**config.mk**
```make
export PLATFORM = sky130hd
export DESIGN_NAME = lrp_mul
export DESIGN_NICKNAME = d
export VERILOG_FILES = /design/src/sv/lrp_pkg.sv /design/src/sv/lrp_mul.sv
export SDC_FILE = /design/constraint.sdc
export NUM_CORES = 2
export LEC_CHECK = 0
export BUFFER_PORTS_ARGS = -buffer_cell sky130_fd_sc_hd__buf_2
export CAP_MARGIN = 0
export CORE_MARGIN = 2
export CORE_UTILIZATION = 49
export DETAILED_ROUTE_END_ITERATION = 8
export PLACE_DENSITY = 0.67
export SETUP_SLACK_MARGIN = 0.3
export SLEW_MARGIN = 40
export SYNTH_ARGS = -nofsm -noshare
export SYNTH_HDL_FRONTEND = slang
export SYNTH_SLANG_ARGS = --single-unit
```
**constraint.sdc**
```tcl
create_clock -name clk -period 12.7 [get_ports clk]
set_clock_uncertainty 0.1 [all_clocks]
set_input_delay 0.635 -clock clk [delete_from_list [all_inputs] [get_ports clk]]
set_output_delay 0.635 -clock clk [all_outputs]
set_load 0.01 [all_outputs]
```
**src/sv/lrp_pkg.sv**
```systemverilog
`timescale 1ns / 1ps

package lrp_pkg;

	localparam int FRAC_BITS   = 16;
	localparam int MAX_CLASSES = 8;
	localparam int NCOL        = MAX_CLASSES - 1;
	localparam int COL_W       = 3;
	localparam int CLS_W       = 3;
	localparam int CNT_W       = 4;
	localparam int VPC_W       = 11;
	localparam int MODE_W      = 3;
	localparam int FIDX_W      = 10;
	localparam int DATA_W      = 32;

	localparam int ACC_W  = 48;
	localparam int MUL_W  = 36;
	localparam int PROD_W = 2 * MUL_W;
	localparam int P_W    = FRAC_BITS + 1;
	localparam int E_W    = 31;
	localparam int DEN_W  = 34;
	localparam int NUM_W  = 48;
	localparam int A_W    = 36;
	localparam int RCP_W  = 35;
	localparam int SUM_W  = 20;

	localparam logic [P_W-1:0]   FX_ONE    = P_W'(1) << FRAC_BITS;
	localparam logic [A_W-1:0]   LN2_Q30   = A_W'(744261118);
	localparam logic [ACC_W:0]   EXP_LIMIT = (ACC_W + 1)'(40) << FRAC_BITS;
	localparam logic [E_W-1:0]   Q30_ONE   = E_W'(1) << 30;

	localparam int CFG_IDX_W = 2;
	localparam logic [CFG_IDX_W-1:0] REG_CLASS_COUNT    = 2'd0;
	localparam logic [CFG_IDX_W-1:0] REG_VARS_PER_CLASS = 2'd1;
	localparam logic [CFG_IDX_W-1:0] REG_OUTPUT_MODE    = 2'd2;

	localparam logic [MODE_W-1:0] MODE_MARGIN = 3'd0;
	localparam logic [MODE_W-1:0] MODE_PROB   = 3'd1;
	localparam logic [MODE_W-1:0] MODE_PVEC   = 3'd2;
	localparam logic [MODE_W-1:0] MODE_RANK   = 3'd3;
	localparam logic [MODE_W-1:0] MODE_CLASS  = 3'd4;
	localparam logic [MODE_W-1:0] MODE_MAXP   = 3'd5;

	localparam logic OP_WRITE   = 1'b0;
	localparam logic OP_FEATURE = 1'b1;

	typedef struct packed {
		logic             start;
		logic [NUM_W-1:0] num;
		logic [DEN_W-1:0] den;
	} div_req_t;

	// ceil(2^34 / n) for the Taylor term divisors
	function automatic logic [RCP_W-1:0] recip(input logic [3:0] n);
		logic [RCP_W-1:0] r;
		case (n)
			4'd1:    r = 35'd17179869184;
			4'd2:    r = 35'd8589934592;
			4'd3:    r = 35'd5726623062;
			4'd4:    r = 35'd4294967296;
			4'd5:    r = 35'd3435973837;
			4'd6:    r = 35'd2863311531;
			4'd7:    r = 35'd2454267027;
			4'd8:    r = 35'd2147483648;
			4'd9:    r = 35'd1908874354;
			4'd10:   r = 35'd1717986919;
			default: r = '0;
		endcase
		return r;
	endfunction

endpackage

```
**src/sv/lrp_mul.sv**
```systemverilog
`timescale 1ns / 1ps

module lrp_mul (
	input  logic                                clk,
	input  logic signed [lrp_pkg::MUL_W-1:0]    a,
	input  logic signed [lrp_pkg::MUL_W-1:0]    b,
	output logic signed [lrp_pkg::PROD_W-1:0]   prod_q
);

	always_ff @(posedge clk) begin
		prod_q <= a * b;
	end

endmodule

```
==> results.md <==
- Final core occ: 51.2%
- Wire length of the first global-routing pass: 210 mm
- Die boundary height: 315 um
- Number of levels in the clock H-tree: 3
- Min setup slack post-route: 3.58 ns
- Clock root buffer: clkbuf_16
- Buffer depth of the longest clock path: 2
- Synth Area per Inst: 9.29 sq um
- Sum of negative setup slack: 0 ns
- Half-perimeter wire length of the detailed placement result: 104 mm
- Count of final max-slew check failures: 0
- Post-CTS Setup Repair Bufs: 0
- Flip-flop and latch count after synthesis: 72
- Required time worst endpoint: 12.92 ns
- Hold-fix buffer count after cts: 0
- Synth Flop Type: dfxtp_1
- ANT nets after route: 0
- TritonCTS clock tree: built
- Total via count after detailed routing: 33500
- Area taken by flip-flops and latches: 0.00144 sq mm
- Overflow left after global routing: 0
- Nature of the critical path startpoint: input port
- Iteration count of the initial detailed-routing pass: 9
- Pin count of the biggest net entering global routing: 38
- Critical path type: in2reg
- Number of flip-flops under the largest register name: 72
- Floorplan core area: 0.0963 sq mm
- Global-route usage over all layers: 27.8%
- Time the final worst path needs with I/O delays and setup: 9.12 ns
- Critical Path Fanout Max: 36
- Number of buffers created by CTS: 9
- Fmax: 110 MHz
- Number of gates given a new drive strength after cts: 0
- Post-Synthesis Net Count: 6775
- Path type of the worst min-delay path: in2reg
- Layout fillers: 8821
- Violation count after the first detailed-routing iteration: 2620
- YS warnings: 0
- Number of antenna violations at the first check in global routing: 6
- Number of input and output port buffers inserted: 144
- Vias in the first global route: 36900
- Worst hold path startpoint: a[0]
- Buffers and inverters on the worst path: 6
- Sink count of the clock tree: 72
- DR vias/cell: 5.34
- Fraction of final layout cells with drive strength greater than 1: 4.26%
- Run status: complete, no violations
- Type of element capturing the critical path: flip-flop
- Min-Delay Path Depth: 3
- Clock transition at the registers of the reported paths: 0.07 ns
- Starting density of the core: 49.3%
- Rows: 114
- Synthesized cell area: 0.0474 sq mm
- Fraction of synthesis flops using an asynchronous set or reset pin: 0%
- Max-cap viol count: 0
- Routed length per instance: 20.7 um
- Transition time of the tightest slew-check pin: 0.888 ns
- Largest registers: prod_q (72)
- Number of enable flip-flop cells after synthesis: 0
- Area of combinational cells with multiple inputs: 0.0399 sq mm
- Setup repair after global routing missed its margin: false
- Die Area: 0.0993 sq mm
- Stage delay of the slowest cell on the critical path: 0.78 ns
- Post-synthesis cell count: 5104
- Endpoint arrival time on the critical path: 9.34 ns
- Count of final setup violators: 0
- Layout overhead on the synthesized area: 3.99%
- CP most frequent cell: fa_1
- Ratio of final minimum period to clock period: 71.8%
- Worst relative slew slack: 40.8%
- Gpl congestion: 0.934
- Fraction of the yosys area taken by sequential cells: 3.04%
- Cell family with the largest share of critical-path delay: adder cells
- Die boundary width: 315 um
- Most flop-heavy register: prod_q
- Worst-case hold path end point: prod_q[0]
- Number of distinct standard cells referenced by the synthesized netlist: 65
- Worst slack at placement: 3.28 ns
- Top-level I/O count: 145
- Post-route DRC violation count: 0
- Slowest CP cell: nor4_2
- NumNets Final: 6667
- Post-detailed-routing wire length: 130 mm
- Final hold violation count: 0
synthesized netlist by cell type (all sizes together), types with 19 or more instances:
cell    instances  area share, %
clkbuf        287            2.3
nand3          19           0.21
nor2b          36           0.47
fa           1379             58
xnor2          52           0.96
ha            219            5.8
a21oi          70           0.75
o21ai          46           0.50
xor2           28           0.52
and2          559            7.4
inv          1344             11
dfxtp          72            3.0
nand4          20           0.26
nand2         760            6.0
a21o           37           0.59
nor2           43           0.34
cell families (layout without fill, tap and decap cells):
group / after synthesis / count (layout) / synth area share, %
buffers and inverters: 1637 / 1534 / 13.0
adders and majority gates: 1598 / 1598 / 64.0
and+or+nand+nor: 1487 / 1487 / 15.4
AOI/OAI and AO/OA: 228 / 228 / 3.09
xor gates and xnor gates: 80 / 80 / 1.48
DFF: 72 / 72 / 3.04
muxes: 2 / 2 / 0.0448
other: 0 / 1 / 0
worst max path at each step:
stage | start | slack [ns] | endpoint | cells after the start
after floorplan | a[35] | 4.59 | prod_q[69] | 22
after global placement | b[0] | 3.12 | prod_q[70] | 25
after detailed placement | b[0] | 3.28 | prod_q[70] | 25
after CTS | b[0] | 3.65 | prod_q[70] | 25
after global routing | b[0] | 3.13 | prod_q[70] | 25
final | b[0] | 3.58 | prod_q[70] | 25
through the flow:
step | std cells | area [sq um] | hold slack [ns]
floorplan | 5104 | 47400 | 0.839
finish | 6278 | 49300 | 0.801
global placement | 6256 | 48800 | 0.929
detailed placement | 6260 | 49000 | 0.927
global route | 6277 | 49300 | 0.813
CTS | 6276 | 49300 | 0.778
layer usage:
metal	part of all wire [%]	GRT usage, %	vias up
met2	49	46.3	1460
met5	0.024	0	-
met4	3.1	8.10	6
met1	39	36.8	17700
li1	-	-	14100
met3	8.9	5.62	232
placed cells by master, fill, tap and decap left out, types with 5 or more instances in the layout:
cell type / n
fa_1: 1378
clkbuf_16: 9
o21ai_1: 16
a21o_1: 37
and2_1: 559
a31oi_1: 9
xor2_1: 28
or2_2: 5
o21bai_1: 10
nand2_1: 760
and3_1: 7
buf_2: 125
nor3_1: 11
a21oi_1: 69
nor2_1: 43
xnor2_1: 52
o21ai_0: 28
buf_4: 44
a211oi_1: 8
nand2b_1: 12
inv_1: 1342
nand4_1: 20
o21a_1: 7
dfxtp_1: 72
nand3_1: 18
nor2b_1: 36
ha_1: 219
area by class of cell:
| class | instances | share of cell area (%) |
|---|---|---|
| diodes | 1 | 0.00507 |
| clock buffers | 9 | 0.457 |
| clock inverters | 7 | 0.157 |
| inverters | 1344 | 10.2 |
| multi-input cells | 3395 | 80.8 |
| flip-flops and latches | 72 | 2.92 |
| well taps | 1276 | 3.24 |
| repair buffers | 174 | 2.19 |
Power is left out: the tool's default activity adds up to more than one toggle a clock period on the data nets, which glitch-free logic cannot reach.
