`src/sv/lrp_pkg.sv`:
```
`timescale 1ns / 1ps

package lrp_pkg;

	localparam int FRAC_BITS   = 16;
	localparam int MAX_CLASSES = 8;
	localparam int NCOL        = MAX_CLASSES - 1;
	localparam int COL_W       = 3;
	localparam int CLS_W       = 3;
	localparam int CNT_W       = 4;
	localparam int VPC_W       = 11;
	localparam int MODE_W      = 3;
	localparam int FIDX_W      = 10;
	localparam int DATA_W      = 32;

	localparam int ACC_W  = 48;
	localparam int MUL_W  = 36;
	localparam int PROD_W = 2 * MUL_W;
	localparam int P_W    = FRAC_BITS + 1;
	localparam int E_W    = 31;
	localparam int DEN_W  = 34;
	localparam int NUM_W  = 48;
	localparam int A_W    = 36;
	localparam int RCP_W  = 35;
	localparam int SUM_W  = 20;

	localparam logic [P_W-1:0]   FX_ONE    = P_W'(1) << FRAC_BITS;
	localparam logic [A_W-1:0]   LN2_Q30   = A_W'(744261118);
	localparam logic [ACC_W:0]   EXP_LIMIT = (ACC_W + 1)'(40) << FRAC_BITS;
	localparam logic [E_W-1:0]   Q30_ONE   = E_W'(1) << 30;

	localparam int CFG_IDX_W = 2;
	localparam logic [CFG_IDX_W-1:0] REG_CLASS_COUNT    = 2'd0;
	localparam logic [CFG_IDX_W-1:0] REG_VARS_PER_CLASS = 2'd1;
	localparam logic [CFG_IDX_W-1:0] REG_OUTPUT_MODE    = 2'd2;

	localparam logic [MODE_W-1:0] MODE_MARGIN = 3'd0;
	localparam logic [MODE_W-1:0] MODE_PROB   = 3'd1;
	localparam logic [MODE_W-1:0] MODE_PVEC   = 3'd2;
	localparam logic [MODE_W-1:0] MODE_RANK   = 3'd3;
	localparam logic [MODE_W-1:0] MODE_CLASS  = 3'd4;
	localparam logic [MODE_W-1:0] MODE_MAXP   = 3'd5;

	localparam logic OP_WRITE   = 1'b0;
	localparam logic OP_FEATURE = 1'b1;

	typedef struct packed {
		logic             start;
		logic [NUM_W-1:0] num;
		logic [DEN_W-1:0] den;
	} div_req_t;

	// ceil(2^34 / n) for the Taylor term divisors
	function automatic logic [RCP_W-1:0] recip(input logic [3:0] n);
		logic [RCP_W-1:0] r;
		case (n)
			4'd1:    r = 35'd17179869184;
			4'd2:    r = 35'd8589934592;
			4'd3:    r = 35'd5726623062;
			4'd4:    r = 35'd4294967296;
			4'd5:    r = 35'd3435973837;
			4'd6:    r = 35'd2863311531;
			4'd7:    r = 35'd2454267027;
			4'd8:    r = 35'd2147483648;
			4'd9:    r = 35'd1908874354;
			4'd10:   r = 35'd1717986919;
			default: r = '0;
		endcase
		return r;
	endfunction

endpackage

```
`src/sv/lrp_div.sv`:
```
`timescale 1ns / 1ps

module lrp_div (
	input  logic                       clk,
	input  logic                       arst_n,
	input  lrp_pkg::div_req_t          req,
	output logic                       done_q,
	output logic [lrp_pkg::P_W-1:0]    quo_q
);

	localparam int SH_W  = lrp_pkg::DEN_W + lrp_pkg::P_W - 1;
	localparam int CMP_W = (SH_W > lrp_pkg::NUM_W) ? SH_W : lrp_pkg::NUM_W;
	localparam int BIT_W = $clog2(lrp_pkg::P_W);

	logic [lrp_pkg::NUM_W-1:0] rem_q;
	logic [lrp_pkg::DEN_W-1:0] den_q;
	logic [BIT_W-1:0]          bit_q;
	logic                      run_q;
	logic [CMP_W-1:0]          den_sh;
	logic [CMP_W-1:0]          rem_ext;
	logic                      fits;

	always_comb begin
		den_sh  = CMP_W'(den_q) << bit_q;
		rem_ext = CMP_W'(rem_q);
		fits    = rem_ext >= den_sh;
	end

	always_ff @(posedge clk or negedge arst_n) begin
		if (!arst_n) begin
			run_q  <= 1'b0;
			done_q <= 1'b0;
		end else if (req.start) begin
			run_q  <= 1'b1;
			done_q <= 1'b0;
		end else if (run_q) begin
			if (bit_q == '0) begin
				run_q  <= 1'b0;
				done_q <= 1'b1;
			end
		end else begin
			done_q <= 1'b0;
		end
	end

	always_ff @(posedge clk) begin
		if (req.start) begin
			rem_q <= req.num;
			den_q <= req.den;
			bit_q <= BIT_W'(lrp_pkg::P_W - 1);
			quo_q <= '0;
		end else if (run_q) begin
			if (fits) begin
				rem_q        <= lrp_pkg::NUM_W'(rem_ext - den_sh);
				quo_q[bit_q] <= 1'b1;
			end
			if (bit_q != '0) begin
				bit_q <= bit_q - 1'b1;
			end
		end
	end

endmodule

```
`config.mk`:
```
export PLATFORM = sky130hd
export DESIGN_NAME = lrp_div
export DESIGN_NICKNAME = d
export VERILOG_FILES = /design/src/sv/lrp_pkg.sv /design/src/sv/lrp_div.sv
export SDC_FILE = /design/constraint.sdc
export NUM_CORES = 1
export LEC_CHECK = 0
export BUFFER_PORTS_ARGS = -buffer_cell sky130_fd_sc_hd__buf_2
export CAP_MARGIN = 10
export CORE_MARGIN = 8
export CORE_UTILIZATION = 55
export CTS_BUF_LIST = sky130_fd_sc_hd__clkbuf_16
export CTS_CLUSTER_SIZE = 16
export DETAILED_ROUTE_END_ITERATION = 8
export PLACE_DENSITY = 0.76
export SLEW_MARGIN = 20
export SYNTH_ARGS = -nofsm -noshare
export SYNTH_HDL_FRONTEND = slang
export SYNTH_SLANG_ARGS = --single-unit
```
`constraint.sdc`:
```
create_clock -name clk -period 7 [get_ports clk]
set_clock_uncertainty 0.1 [all_clocks]
set_input_delay 1.75 -clock clk [delete_from_list [all_inputs] [get_ports clk]]
set_output_delay 1.75 -clock clk [all_outputs]
set_load 0.005 [all_outputs]
```
==> key figures <==
STA
  – Final hold violations: 0
  – Total negative setup slack: 0 ps
  – Max Slew Vio Count: 0
  – RSZ-0062 raised after global routing: no
  – FMAX: between 0.15 and 0.2 GHz
  – Worst slew pin tran: 974 ps
  – Max transition margin: 0.351
  – # setup viols final: 0
  – Fin Hold WS: ~370 ps
  – Post-route clock period utilization: 0.806
  – Period minus WS final: 5640 ps

Drt
  – Vias per cell: between 6 and 7
  – Vias: 7,398
  – DRC: 0
  – ANT nets after route: 0
  – First-iteration detailed-routing DRC count: roughly 600
  – TritonRoute pass-1 iters: 8
  – DR WL/cell: approximately 19 microns
  – Final wirelength: roughly 23,000 microns

Global route
  – All-Layer GR Usage: 0.230
  – Initial antenna violation count: 0
  – Vias in the first global route: 7,115
  – First-pass GRT wire length: between 30,000 and 40,000 microns
  – Largest net degree at the start of global routing: just under 90
  – Gr ovfl total: 0

Logic synthesis
  – Mean post-synth cell area: roughly 8.9 sq um
  – Warnings from Yosys: 0
  – Cell taking the most area after synthesis: edfxtp_1
  – Post-Syn Area: 8510 sq um
  – Most frequent cell after synthesis: nand2_1
  – Synth cell count leaders: nand2_1 (150), o21ai_0 (95), a21oi_1 (88)
  – Post-synthesis sequential area ratio: 0.347
  – Number of flops mapped to enable cells by yosys: 82
  – Synth Net Count: approximately 1,100
  – Library cells used by synthesis: 72
  – Area contributors post-synth: edfxtp_1 (29%), ha_1 (7.6%), nand2_1 (6.6%)
  – Top cell type's share of synthesized area: 0.289
  – Syn Inst Count: 958
  – Asr flop ratio synth: 0.0189
  – Dominant synthesized flop cell: edfxtp_1
  – #FFs+latches synth: 106

Clock network
  – # Post-CTS Setup Buffers: 0
  – Clock latency on the worst-skew pair: around 360 ps
  – Clock Sinks: between 100 and 150
  – CTS tree: built
  – Root Buffer: clkbuf_16
  – Htree depth: 3
  – Post_cts resized: 0
  – Quantity of hold-fixing buffers added after cts: 0
  – Bufs on Longest Clock Path: 2
  – CTS Buf Count: 9
  – Worst-path clk slew: roughly 70 ps

Worst setup path
  – R2R Path Start: bit_q[0]
  – CP max stage delay: ~530 ps
  – Crit-path slowest cell: buf_4
  – Worst R2R Setup Slack: ~1400 ps
  – CP Cell Sequence: buf_4 > inv_1 > mux2i_1 > nand2b_1 > mux2i_1 > nand2_1 > ha_1 > and4_1 > nand4_1 > nor3_2 > o21ai_2 > o211ai_2 > a31oi_2 > o31ai_2 > a2bb2oi_4 > nand2_2 > buf_4
  – Crit. End Element: flip-flop
  – Setup CP Type: flip-flop to flip-flop
  – R2R depth: 17
  – Critical path launch point: bit_q[0]
  – Worst-path fanout max: 41
  – Req. time, crit path: 6900 ps
  – Arrival @ worst endpoint: 5540 ps
  – CP startpoint kind: flip-flop
  – RR Endpoint: rem_q[38]
  – CP endpoint: rem_q[38]

Floorplanning
  – Die width: around 140 microns
  – IO Pins: between 100 and 150
  – Die Ht: between 100 and 150 microns
  – Num rows: 45
  – Core ar.: between 15,000 and 20,000 sq um
  – Initial core utilization: 0.562
  – Die ar.: a little under 20,000 sq um

Cells and area
  – Layout fillers: between 1,000 and 1,500
  – Share of cells above drive strength 1: 0.165
  – Antenna cell count: 0
  – Footprint of the multi-input gates: between 5000 and 6000 sq um
  – Storage cell area: just under 3000 sq um
  – Final Core Density: 0.620
  – Final std cells w/o fill: between 1,000 and 1,500
  – Area growth, synth to finish: 10.4%
  – Layout net count: between 1,000 and 1,500

Min path
  – HP Class: flip-flop to flip-flop
  – Worst hold path depth: 1

Placement
  – RePlAce Congestion: 0.978
  – Hpwl dp: ~17,000 microns
  – Port buffer count: 102
  – Placed cell count: approximately 1,200

Outcome
  – Status: finished, final reports clean

Flow run
  – Max-Cap Viols: 0
==> per-layer routing <==
metal	wire length, microns	GRT usage
met5	0	0
met4	684	0.0857
met1	10100	0.296
met2	10600	0.378
met3	1330	0.0438
==> state kept, by name, summed over array words and instances, names as in the netlist <==
| register | count |
|---|---|
| den_q | 34 |
| run_q | 1 |
| done_q | 1 |
| quo_q | 17 |
| rem_q | 48 |
| bit_q | 5 |
==> placed cells by master (no fill, tap or decap), drive strengths merged, types with 7 or more instances in the layout <==
cell type / n
buf: 109
nor2: 71
o22a: 7
clkbuf: 9
mux4: 12
xnor2: 28
dfxtp: 22
inv: 21
a21oi: 88
nor2b: 15
a22o: 16
mux2i: 49
o21a: 7
a21o: 20
nand2b: 16
o21bai: 7
nand2: 150
ha: 52
edfxtp: 82
o21ai: 102
mux2: 17
nand4: 9
xor2: 16
a211oi: 11
nor3: 13
a31oi: 7
nand3: 10
==> through the flow <==
stage                     cell area, sq um  setup WS (ps)
after global placement                9100           1450
after floorplan                       8510           1580
after global routing                  9400            895
after CTS                             9390           1340
final                                 9400           1360
after detailed placement              9100           1380
==> critical path: cells and delay by family (launching register included) <==
family,cells,cell delay [ps]
AOI/OAI and AO/OA,5,1130
and+or+nand+nor,6,1220
buffers and inverters,3,1420
DFF,1,310
adders and majority gates,1,450
muxes,2,550
==> cell families (layout without fill, tap and decap cells) <==
kind of cell,count (synthesis),after routing,share of synthesized area
fa+ha+maj,53,53,0.0788
simple gates,301,301,0.159
xor+xnor,44,44,0.0453
compound gates,302,302,0.224
mux,78,78,0.112
buf+inv,74,146,0.0344
flops,106,106,0.347
==> area by class of cell <==
cell class / count / share of cell area
Tap cell: 188 / 0.0250
Sequential cell: 106 / 0.315
Clock inverter: 7 / 0.00693
Clock buffer: 9 / 0.0240
Timing Repair Buffer: 109 / 0.0602
Inverter: 21 / 0.00839
Multi-Input combinational cell: 778 / 0.561
==> how the worst min path moves through the flow <==
stage	slack, ps	endpoint	start
3_3_place_gp	360	quo_q[5]	quo_q[5]
4_1_cts	380	quo_q[0]	quo_q[0]
5_1_grt	390	quo_q[11]	quo_q[11]
3_5_place_dp	360	quo_q[0]	quo_q[0]
6_report	370	quo_q[0]	quo_q[0]
2_1_floorplan	360	quo_q[0]	quo_q[0]
Power is not shown: default switching activity piles up to over one toggle a cycle in this logic, so the estimate is an artifact.
